**src/design/running_variance_accumulator_defines.svh**
```systemverilog
// Assertion macros shared by the running variance accumulator modules.
`ifndef RUNNING_VARIANCE_ACCUMULATOR_DEFINES_SVH
`define RUNNING_VARIANCE_ACCUMULATOR_DEFINES_SVH

// Implication checked on every rising clock edge outside reset.
`define RVA_ASSERT_IMPL(label, ante, cons) \
  label: assert property (@(posedge clk_i) disable iff (!rst_ni) (ante) |-> (cons)) \
    else $error("assertion failed");

// Next-cycle implication checked on every rising clock edge outside reset.
`define RVA_ASSERT_NEXT(label, ante, cons) \
  label: assert property (@(posedge clk_i) disable iff (!rst_ni) (ante) |=> (cons)) \
    else $error("assertion failed");

`endif

```
**src/design/rva_pkg.sv**
```systemverilog
// Package with widths, codes and command types of the running variance accumulator.
package rva_pkg;
  localparam int COUNT_BITS  = 16;
  localparam int SAMPLE_BITS = 16;
  localparam int SQ_BITS     = 46;
  localparam int SUM_BITS    = 32;
  localparam int NUM_BITS    = 62;
  localparam int DEN_BITS    = 2 * COUNT_BITS;
  localparam int VAR_BITS    = 31;
  localparam int SD_BITS     = 16;
  localparam int MUL_BITS    = 64;
  localparam int IN_DATA_W   = 24;
  localparam int OUT_DATA_W  = 104;

  localparam logic [1:0] ST_OK    = 2'd0;
  localparam logic [1:0] ST_EMPTY = 2'd1;
  localparam logic [1:0] ST_FULL  = 2'd2;

  localparam logic [COUNT_BITS-1:0] COUNT_MAX = {COUNT_BITS{1'b1}};
  localparam logic [VAR_BITS-1:0]   VAR_MAX   = {VAR_BITS{1'b1}};

  // Commands from the controller to the datapath.
  typedef struct packed {
    logic load;      // take the request and update the accumulators
    logic mul_a;     // product count * square sum
    logic mul_b;     // product |sum| * |sum|
    logic mul_n;     // product count * count, start division
    logic div_step;  // one restoring division step
    logic sqrt_init; // set up the square root
    logic sqrt_step; // one square root step
    logic out_load;  // copy results to the output register
  } rva_cmd_t;

  // Status from the datapath to the controller.
  typedef struct packed {
    logic div_done;
    logic sqrt_done;
  } rva_stat_t;
endpackage

```
**src/design/rva_ctrl.sv**
```systemverilog
// Controller state machine sequencing the running variance datapath.
`include "running_variance_accumulator_defines.svh"
module rva_ctrl (
  input  logic               clk_i,
  input  logic               rst_ni,
  input  logic               in_valid_i,
  output logic               in_ready_o,
  input  logic               out_ready_i,
  output logic               out_valid_o,
  output rva_pkg::rva_cmd_t  cmd_o,
  input  rva_pkg::rva_stat_t stat_i
);
  import rva_pkg::*;

  localparam logic [2:0] S_IDLE = 3'd0;
  localparam logic [2:0] S_MA   = 3'd1;
  localparam logic [2:0] S_MB   = 3'd2;
  localparam logic [2:0] S_MN   = 3'd3;
  localparam logic [2:0] S_DIV  = 3'd4;
  localparam logic [2:0] S_SQI  = 3'd5;
  localparam logic [2:0] S_SQ   = 3'd6;
  localparam logic [2:0] S_OUT  = 3'd7;

  logic [2:0] state_q, state_d;
  logic       ovalid_q, ovalid_d;

  // The output register may be loaded when empty or drained this cycle.
  logic out_free;
  assign out_free = !ovalid_q || out_ready_i;

  assign in_ready_o  = (state_q == S_IDLE);
  assign out_valid_o = ovalid_q;

  // Next state and commands.
  always_comb begin
    state_d = state_q;
    cmd_o   = '0;
    ovalid_d = ovalid_q && !out_ready_i;
    case (state_q)
      S_IDLE: begin
        if (in_valid_i) begin
          cmd_o.load = 1'b1;
          state_d = S_MA;
        end
      end
      S_MA: begin
        cmd_o.mul_a = 1'b1;
        state_d = S_MB;
      end
      S_MB: begin
        cmd_o.mul_b = 1'b1;
        state_d = S_MN;
      end
      S_MN: begin
        cmd_o.mul_n = 1'b1;
        state_d = S_DIV;
      end
      S_DIV: begin
        if (stat_i.div_done) begin
          state_d = S_SQI;
        end else begin
          cmd_o.div_step = 1'b1;
        end
      end
      S_SQI: begin
        cmd_o.sqrt_init = 1'b1;
        state_d = S_SQ;
      end
      S_SQ: begin
        if (stat_i.sqrt_done) begin
          state_d = S_OUT;
        end else begin
          cmd_o.sqrt_step = 1'b1;
        end
      end
      S_OUT: begin
        if (out_free) begin
          cmd_o.out_load = 1'b1;
          ovalid_d = 1'b1;
          state_d = S_IDLE;
        end
      end
      default: state_d = S_IDLE;
    endcase
  end

  always_ff @(posedge clk_i or negedge rst_ni) begin
    if (!rst_ni) begin
      state_q  <= S_IDLE;
      ovalid_q <= 1'b0;
    end else begin
      state_q  <= state_d;
      ovalid_q <= ovalid_d;
    end
  end

  `RVA_ASSERT_IMPL(a_load_idle, cmd_o.load, state_q == S_IDLE)
  `RVA_ASSERT_NEXT(a_out_valid, cmd_o.out_load, out_valid_o)
  `RVA_ASSERT_IMPL(a_no_overwrite, cmd_o.out_load, out_free)
endmodule

```
**config.mk**
```make
export PLATFORM = sky130hd
export DESIGN_NAME = rva_ctrl
export DESIGN_NICKNAME = d
export VERILOG_FILES = /design/src/design/rva_pkg.sv /design/src/design/rva_ctrl.sv
export VERILOG_INCLUDE_DIRS = /design/src /design/src/design
export SDC_FILE = /design/constraint.sdc
export NUM_CORES = 1
export LEC_CHECK = 0
export ABC_AREA = 1
export BUFFER_PORTS_ARGS = -buffer_cell sky130_fd_sc_hd__buf_4
export CAP_MARGIN = 0
export CORE_AREA = 2 2 39 41
export CTS_CLUSTER_DIAMETER = 50
export DETAILED_ROUTE_END_ITERATION = 10
export DIE_AREA = 0 0 41 43
export SLEW_MARGIN = 20
export SYNTH_ARGS = -nofsm -noshare
export SYNTH_HDL_FRONTEND = slang
export SYNTH_SLANG_ARGS = --single-unit
```
**constraint.sdc**
```tcl
create_clock -name clk_i -period 1.1 [get_ports clk_i]
set_input_delay 0.22 -clock clk_i [delete_from_list [all_inputs] [get_ports clk_i]]
set_output_delay 0.22 -clock clk_i [all_outputs]
set_load 0.005 [all_outputs]
```
==> results of run 1 <==
## cells by family (layout without fill, tap and decap cells)
| kind of cell | after synthesis | in the layout | share of synthesized area [%] |
|---|---|---|---|
| and+or+nand+nor | 36 | 36 | 46.15 |
| DFF | 4 | 4 | 30.77 |
| xor gates and xnor gates | 1 | 1 | 2.693 |
| buffers and inverters | 11 | 37 | 15.77 |
| AOI/OAI and AO/OA | 2 | 2 | 4.614 |
## through the flow
step / hold WS [ns] / instance area [µm²] / TNS [ns] / power (mW) / instances
2_1_floorplan: -0.07559 / 325.3 / 0 / 0.8064 / 54
6_report: 0.2799 / 589.3 / -1.805 / 1.541 / 96
5_1_grt: 0.3218 / 589.3 / -2.666 / 1.680 / 96
3_3_place_gp: 0.01584 / 454.2 / -0.1919 / 1.081 / 85
4_1_cts: 0.2778 / 563.0 / -1.530 / 1.460 / 95
3_5_place_dp: 0.01539 / 454.2 / -0.08143 / 1.083 / 85
## power by group through the flow
| stage | Combinational [mW] | Clock [mW] | Sequential (mW) |
|---|---|---|---|
| after floorplan | 0.525 | 0 | 0.281 |
| after global placement | 0.761 | 0 | 0.320 |
| after detailed placement | 0.762 | 0 | 0.321 |
| after CTS | 0.939 | 0.184 | 0.337 |
| after global routing | 1.13 | 0.189 | 0.365 |
| final | 1.02 | 0.176 | 0.347 |
## worst max-delay path, delay by kind of cell (launching register included)
| family | cells | cell delay, ns |
|---|---|---|
| and+or+nand+nor | 2 | 0.19 |
| DFF | 1 | 0.44 |
| buffers and inverters | 2 | 0.23 |
## layer usage
metal	part of all wire, %	wire (µm)	GRT usage [%]	up-vias
met1	40	341	11.44	173
li1	-	-	-	212
met2	55	472	18.44	9
met4	0	0	10.00	0
met5	0	0	0	-
met3	4.5	38	3.141	0
## area by class of cell
type	instances	area, µm²
Tap cell	16	20.02
Sequential cell	4	102.6
Multi-Input combinational cell	39	210.2
Inverter	10	40.04
Timing Repair Buffer	24	193.9
Clock buffer	3	22.52
Fill cell	139	794.5
## path summary, 6_finish.rpt
| kind | slack, ns | end | depth (start not counted) |
|---|---|---|---|
| worst max-delay path | -0.20 | cmd_o[7] | 4 |
| worst min-delay path | 0.28 | out_valid_o$_DFF_PN0_ | 4 |
| worst max register to register | -0.09 | state_q[2]$_DFFE_PN0P_ | 6 |
| worst min register to register | 0.53 | out_valid_o$_DFF_PN0_ | 2 |
| max in group asynchronous | 0.68 | state_q[2]$_DFFE_PN0P_ | 2 |
| min in group asynchronous | 0.31 | state_q[1]$_DFFE_PN0P_ | 2 |
## state kept, by name (all words and copies together), names as in the netlist
register / cells
out_valid_o: 1
state_q: 3
## cell usage after synthesis
cell	count
xor2_1	1
buf_6	1
nor2_1	12
nor3_1	1
dfrtp_1	4
inv_4	1
o21bai_1	2
nand2_1	15
nand2_2	1
nor2_2	2
nand3_1	5
inv_2	2
inv_1	7
## timing repair
action / 4_1_cts / 5_1_grt
endpoints found under the setup margin: 12 / 12
pin swaps: 2 / 5
hold endpoints to repair: 4 / 0
gates resized for setup: 10 / 5
hold buffers: 1 / 0
setup buffers: 6 / 1
==> results.yml, run 1 <==
route:
  antenna_left: 0
  routedWlPerCell_um: 8.875
  wl_um: 852
  drc_errors: 0
  vias_per_cell: 4.104
  via_count: 394
  first_iter_violations: 11
  firstDrtPassIters: 4
synthesis:
  yosys-top-cells-area: "dfrtp_1 (31%), nand2_1 (17%), nor2_1 (14%)"
  synth_seq_area_share_pct: 30.77
  syn_nets: 60
  netlist_instances: 54
  netlist_area_um2: 325.3
  netlist-cell-type-count: 13
  synth_top_area_share_pct: 30.77
  synth_seq_cells: 4
  avgSynthCellArea_um2: 6.024
  ys_warn_count: 0
  yosys.area.top_type: "dfrtp_1"
placement:
  dp_slack_ns: -0.03104
  place_congestion: 0.7723
  port_buffers: 15
  dp_hpwl_um: 571.3
critical_path:
  r2r_start: "state_q[2]$_DFFE_PN0P_"
  crit_chain: "inv_2 -> nand2_4 -> nor3_4 -> buf_4"
  end_kind: "primary output"
  worst_ep_required_time_ns: 0.88
  path_class: "reg -> out"
  worstSetupStartpointType: "flop"
  crit_path_max_fanout: 6
  worstPathArrival_ns: 1.08
  critPathMaxStageDelay_ns: 0.44
  crit_path_top_delay_cell: "dfrtp_2"
  startpoint: "state_q[0]$_DFFE_PN0P_"
grt:
  grt_overflow: 0
  grt_max_degree: 8
  grt_pass1_wl_um: 1324
  grt_pass1_vias: 362
  grt.total_usage_pct: 11.60
  antenna_found_initial: 0
power_and_ir_drop:
  max-vdd-ir-drop_mv: 0.7504
  switchingPower_uw: 676.8
  leakagePower_nw: 0.3525
  clockPowerShare_pct: 11.4
  power.internal_uw: 863.9
  switching_share_pct: 43.93
  p_seq_share_pct: 22.5
  p_per_area_mw_per_mm2: 2614
  p_comb_share_pct: 66.0
floorplan:
  io_pins: 16
  core_mm2: 0.001384
  start_util_pct: 23.51
  die_w_um: 41
  num_rows: 14
  dieHeight_um: 43
  design.die.area_mm2: 0.001763
clocking:
  clk_root_buffer_cell: "clkbuf_4"
  clk_pin_slew_ns: 0.04
  clock_path_buffers: 2
  cts_tree: "built"
  cts.sinks: 4
  insertion_delay_ns: 0.23
  htreeDepth: 1
  cts_buffers: 3
finish:
  final_cell_mix: "buf_4 (20), nand2_1 (14), nor2_1 (9)"
  antenna_cells: 0
  drive_gt1_share_pct: 50.00
  mostFrequentLayoutCell: "buf_4"
  syn2layout_area_growth_pct: 81.15
  nets: 88
  post-route-util_pct: 42.59
timing:
  timing.final.ws_setup_ns: -0.2005
  slew_headroom_pct: 87.22
  period_needed_ns: 1.300
  drv_slew: 0
  skew_ns: 0.001679
  fmax_ghz: 0.7690
  post-route-period-util_pct: 118.2
  setup-violations-final: 12
  worst_pin_slew_ns: 0.1917
  finalHoldViolCount: 0
  rsz0062_at_grt: "yes"
min_path:
  worstHoldStart: "out_ready_i"
  hold_class: "in -> reg"
run:
  drv_cap: 0
outcome:
  violations: "setup timing"
  status: "complete, but fails checks"
(Power assumes the default switching activity.)
==> run 2: changes to the inputs <==
--- a/config.mk
+++ b/config.mk
@@ -13,6 +13,7 @@
 export CTS_CLUSTER_DIAMETER = 50
 export DETAILED_ROUTE_END_ITERATION = 10
 export DIE_AREA = 0 0 41 43
+export SETUP_SLACK_MARGIN = 0.2
 export SLEW_MARGIN = 20
 export SYNTH_ARGS = -nofsm -noshare
 export SYNTH_HDL_FRONTEND = slang
==> run 2 against run 1 <==
- the flow still finishes with violations (setup timing)
- sequential power rose by 3%
- fmax fell by 1.9%
- clock power rose by 3%
- first-iteration DRC count fell by 82%
- routed wire length rose by 24%
- die area did not move
- final cell count rose by 4.2%
- worst hold slack improved by 0.0087 ns
- critical endpoint unchanged
- largest power group unchanged
- highest routed layer is now met4
==> results.yml, run 2 (same netlist as run 1, synthesis figures left out) <==
finish:
  fill_cells: 131
  mostFrequentLayoutCell: "buf_4"
  largest_reg_flops: 3
  syn2layout_area_growth_pct: 95.38
  final_cells: 100
  regMostFlops: "state_q"
  drive_gt1_share_pct: 59.52
  final_cell_mix: "buf_4 (22), nand2_1 (11), nor2_1 (8)"
  antenna_cells: 0
  nets: 92
  fin_area_um2: 635.6
clocking:
  cts_buffers: 3
  cts.sinks: 4
  clk_root_buffer_cell: "clkbuf_4"
  clk_pin_slew_ns: 0.04
  cts_tree: "built"
  clock_path_buffers: 2
  insertion_delay_ns: 0.24
  htreeDepth: 1
floorplan:
  die_w_um: 41
  start_util_pct: 23.51
  core_mm2: 0.001384
  num_rows: 14
  io_pins: 16
  dieHeight_um: 43
  design.die.area_mm2: 0.001763
grt:
  grt_pass1_vias: 412
  antenna_found_initial: 0
  grt.total_usage_pct: 13.60
  grt_pass1_wl_um: 1545
  grt_overflow: 0
  grt_max_degree: 8
critical_path:
  worstPathArrival_ns: 1.11
  worst_ep_required_time_ns: 0.88
  r2r_end: "state_q[1]$_DFFE_PN0P_"
  ff2ff_path_depth: 7
  path_class: "reg -> out"
  rrSetupSlack_ns: -0.12
  r2r_start: "state_q[1]$_DFFE_PN0P_"
  worstSetupStartpointType: "flop"
  crit_path_max_fanout: 6
  end_kind: "primary output"
min_path:
  whs_path_depth: 4
  worstHoldStart: "out_ready_i"
  hold_class: "in -> reg"
  hold_end: "out_valid_o$_DFF_PN0_"
power_and_ir_drop:
  total_power_mw: 1.745
  leakagePower_nw: 0.3713
  max-vdd-ir-drop_mv: 0.7230
  p_per_area_mw_per_mm2: 2745
route:
  antenna_left: 0
  via_count: 442
  drc_errors: 0
  firstDrtPassIters: 4
  vias_per_cell: 4.420
  routedWlPerCell_um: 10.60
  wl_um: 1060
  first_iter_violations: 2
outcome:
  status: "complete, but fails checks"
  violations: "setup timing"
placement:
  dpl_cell_area_um2: 461.7
  dp_hpwl_um: 596
  place_congestion: 0.8023
  dp_cells: 86
  port_buffers: 15
timing:
  finalHoldViolCount: 0
  rsz0062_at_grt: "yes"
  setup-violations-final: 12
  fmax_ghz: 0.7547
  worst_pin_slew_ns: 0.1995
  period_needed_ns: 1.325
  drv_slew: 0
  slew_headroom_pct: 86.65
  post-route-period-util_pct: 120.5
  whs_ns: 0.2886
  skew_ns: 0.002302
  timing.final.ws_setup_ns: -0.2251
run:
  drv_cap: 0
==> run 2: cell types whose count changed in the layout (fill, tap and decap cells not counted), sizes merged <==
cell | before | now
buf | 23 | 27
==> run 2: power by group <==
| group | total, mW | switching [mW] | internal [mW] |
|---|---|---|---|
| Sequential | 0.356 | 0.124 | 0.232 |
| Combinational | 1.21 | 0.570 | 0.637 |
| Clock | 0.181 | 0.0591 | 0.122 |
==> run 2: metrics by stage <==
step                      TNS [ns]  util [%]  setup slack, ns
after floorplan                  0         -          0.09490
after global placement     -0.1629     33.36         -0.05031
after detailed placement   -0.1645     33.36         -0.04485
after CTS                   -1.725     40.96          -0.1926
after global routing        -2.893     45.93          -0.2797
final                       -2.155     45.93          -0.2251
==> run 2: repair_timing <==
item | in CTS | in global routing
endpoints found under the hold margin | 4 | 0
setup buffers | 5 | 5
hold buffers | 1 | 0
cloned | 0 | 0
gates resized for setup | 11 | 10
setup endpoints to repair | 13 | 13
pin swaps | 7 | 7
==> run 2: layer usage <==
metal / global-route usage, % / wire, µm / up-vias
met2: 20.63 / 563 / 12
met3: 4.712 / 32 / 6
li1: - / - / 221
met4: 12.00 / 42 / 0
met5: 0 / 0 / -
met1: 13.64 / 421 / 203
==> run 2: critical path: stages, from the launching register on <==
cell     delay [ns]
dfrtp_2        0.46
inv_2          0.10
nand2_4        0.07
nor3_2         0.12
buf_4          0.13
==> run 2: cell type report <==
cell class / instances / area [µm²] / share of cell area (%)
Multi-Input combinational cell: 39 / 219.0 / 34.45
Sequential cell: 4 / 102.6 / 16.14
Clock buffer: 3 / 22.52 / 3.543
Inverter: 10 / 40.04 / 6.299
Tap cell: 16 / 20.02 / 3.150
Timing Repair Buffer: 28 / 231.5 / 36.42
==> run 2: worst max-delay path by stage <==
stage,from,to,slack [ns],cells past startpoint
3_5_place_dp,state_q[2]$_DFFE_PN0P_,state_q[2]$_DFFE_PN0P_,-0.04,6
6_report,state_q[0]$_DFFE_PN0P_,cmd_o[7],-0.23,4
4_1_cts,state_q[1]$_DFFE_PN0P_,cmd_o[5],-0.19,5
2_1_floorplan,state_q[2]$_DFFE_PN0P_,state_q[1]$_DFFE_PN0P_,0.09,7
3_3_place_gp,state_q[2]$_DFFE_PN0P_,cmd_o[1],-0.05,5
5_1_grt,state_q[2]$_DFFE_PN0P_,cmd_o[6],-0.28,3
==> run 3: changes to the inputs <==
==> constraint.sdc (replaced) <==
create_clock -name clk_i -period 1.6 [get_ports clk_i]
set_input_delay 0.32 -clock clk_i [delete_from_list [all_inputs] [get_ports clk_i]]
set_output_delay 0.32 -clock clk_i [all_outputs]
set_load 0.005 [all_outputs]
==> run 3 against run 2 <==
- the flow now finishes without violations
- non-clock buffer count shrank 9
- total power shrank 46%
- combinational power shrank 52%
- sequential power shrank 34%
- critical path type unchanged
- largest cell class is now multi-input combinational cells
==> results.yml, run 3 (same netlist as run 1, synthesis figures left out) <==
outcome:
  status: "finished, final reports clean"
timing:
  skew_ns: 0.004858
  setup_tns_ns: 0
  worst_pin_slew_ns: 0.1640
  slew_headroom_pct: 89.07
  rsz0062_at_grt: "yes"
  drv_slew: 0
  fmax_ghz: 0.7104
  post-route-period-util_pct: 87.97
  setup-violations-final: 0
  period_needed_ns: 1.408
  finalHoldViolCount: 0
critical_path:
  crit_path_top_delay_cell: "dfrtp_2"
  rrSetupSlack_ns: 0.44
  r2r_start: "state_q[2]$_DFFE_PN0P_"
  path_class: "reg -> out"
  worstPathArrival_ns: 1.09
  r2r_end: "state_q[2]$_DFFE_PN0P_"
  startpoint: "state_q[0]$_DFFE_PN0P_"
  cp.depth: 4
  path_buf_inv: 2
  ff2ff_path_depth: 7
  crit_chain: "inv_2 -> nand2_2 -> nor3_2 -> buf_4"
  crit_path_max_fanout: 6
  end_kind: "primary output"
  cp_top_family: "flip-flops"
  worstSetupStartpointType: "flop"
  critPathMaxStageDelay_ns: 0.44
  worst_ep_required_time_ns: 1.28
run:
  drv_cap: 0
grt:
  grt_max_degree: 8
  grt_pass1_wl_um: 1255
  grt_overflow: 0
  grt_pass1_vias: 338
  antenna_found_initial: 0
  grt.total_usage_pct: 11.00
placement:
  dp_hpwl_um: 583.9
  dp_cells: 84
  port_buffers: 15
  place_congestion: 0.7679
route:
  vias_per_cell: 4.209
  firstDrtPassIters: 4
  first_iter_violations: 5
  drc_errors: 0
  wl_um: 770
  routedWlPerCell_um: 8.462
  via_count: 383
  antenna_left: 0
finish:
  multi_input_area_um2: 191.4
  antenna_cells: 0
  fill_cells: 156
  regMostFlops: "state_q"
  nets: 83
  syn2layout_area_growth_pct: 61.54
  mostFrequentLayoutCell: "buf_4"
  final_cell_mix: "buf_4 (17), nand2_1 (14), nor2_1 (10)"
  register_area_um2: 102.6
  largest_reg_flops: 3
  final_cells: 91
  drive_gt1_share_pct: 45.33
floorplan:
  design.die.area_mm2: 0.001763
  io_pins: 16
  dieHeight_um: 43
  core_mm2: 0.001384
  die_w_um: 41
  start_util_pct: 23.51
  num_rows: 14
clocking:
  cts_tree: "built"
  clk_root_buffer_cell: "clkbuf_4"
  clk_pin_slew_ns: 0.04
  cts_buffers: 3
  clock_path_buffers: 2
  htreeDepth: 1
  cts.sinks: 4
  insertion_delay_ns: 0.24
min_path:
  hold_end: "out_valid_o$_DFF_PN0_"
  worstHoldStart: "out_ready_i"
  whs_path_depth: 4
  hold_class: "in -> reg"
power_and_ir_drop:
  p_per_area_mw_per_mm2: 1777
  max-vdd-ir-drop_mv: 0.4686
  leakagePower_nw: 0.3207
==> run 3: area by class of cell <==
| cell class | instances | area share [%] |
|---|---|---|
| Inverter | 10 | 7.619 |
| Timing Repair Buffer | 19 | 28.33 |
| Clock buffer | 3 | 4.286 |
| Sequential cell | 4 | 19.52 |
| Tap cell | 16 | 3.810 |
| Multi-Input combinational cell | 39 | 36.43 |
==> run 3: what timing repair did <==
action,CTS,global route
setup buffers,2,1
endpoints found under the setup margin,5,7
hold buffers,1,0
gates resized for setup,4,5
hold endpoints to repair,4,0
==> run 3: per-layer routing <==
layer | global-route usage (%) | vias up | routed length [µm]
met4 | 10.00 | 0 | 0
li1 | - | 203 | -
met3 | 4.712 | 0 | 43
met1 | 10.78 | 169 | 331
met5 | 0 | - | 0
met2 | 16.25 | 11 | 395
==> run 3: worst min-delay path, cell delays in order <==
cell and delay, ns:
buf_4 0.07, inv_1 0.03, nand2_1 0.08, nand2_1 0.06
==> run 3: how the worst max path moves through the flow <==
stage	end	slack (ns)
after floorplan	cmd_o[7]	0.56
after global placement	cmd_o[1]	0.33
after detailed placement	cmd_o[1]	0.35
after CTS	cmd_o[7]	0.20
after global routing	cmd_o[7]	0.12
final	cmd_o[7]	0.19
==> run 3: report_power, final <==
part | switching, mW | total (mW) | leakage (nW) | internal, mW
clock network | 0.0415 | 0.125 | 0.0138 | 0.0839
logic | 0.294 | 0.575 | 0.259 | 0.281
registers | 0.0741 | 0.234 | 0.0476 | 0.159
==> run 3: stage by stage <==
step                hold slack (ns)  setup slack, ns  cell area [µm²]  total power, mW  utilization (%)
finish                       0.3838           0.1924            525.5           0.9340            37.97
global route                 0.4293           0.1224            525.5            1.032            37.97
global placement             0.1155           0.3311            446.7           0.7231            32.28
CTS                          0.3857           0.2004            499.2           0.9080            36.08
floorplan                   0.02441           0.5590            325.3           0.5544                -
detailed placement           0.1162           0.3490            446.7           0.7267            32.28
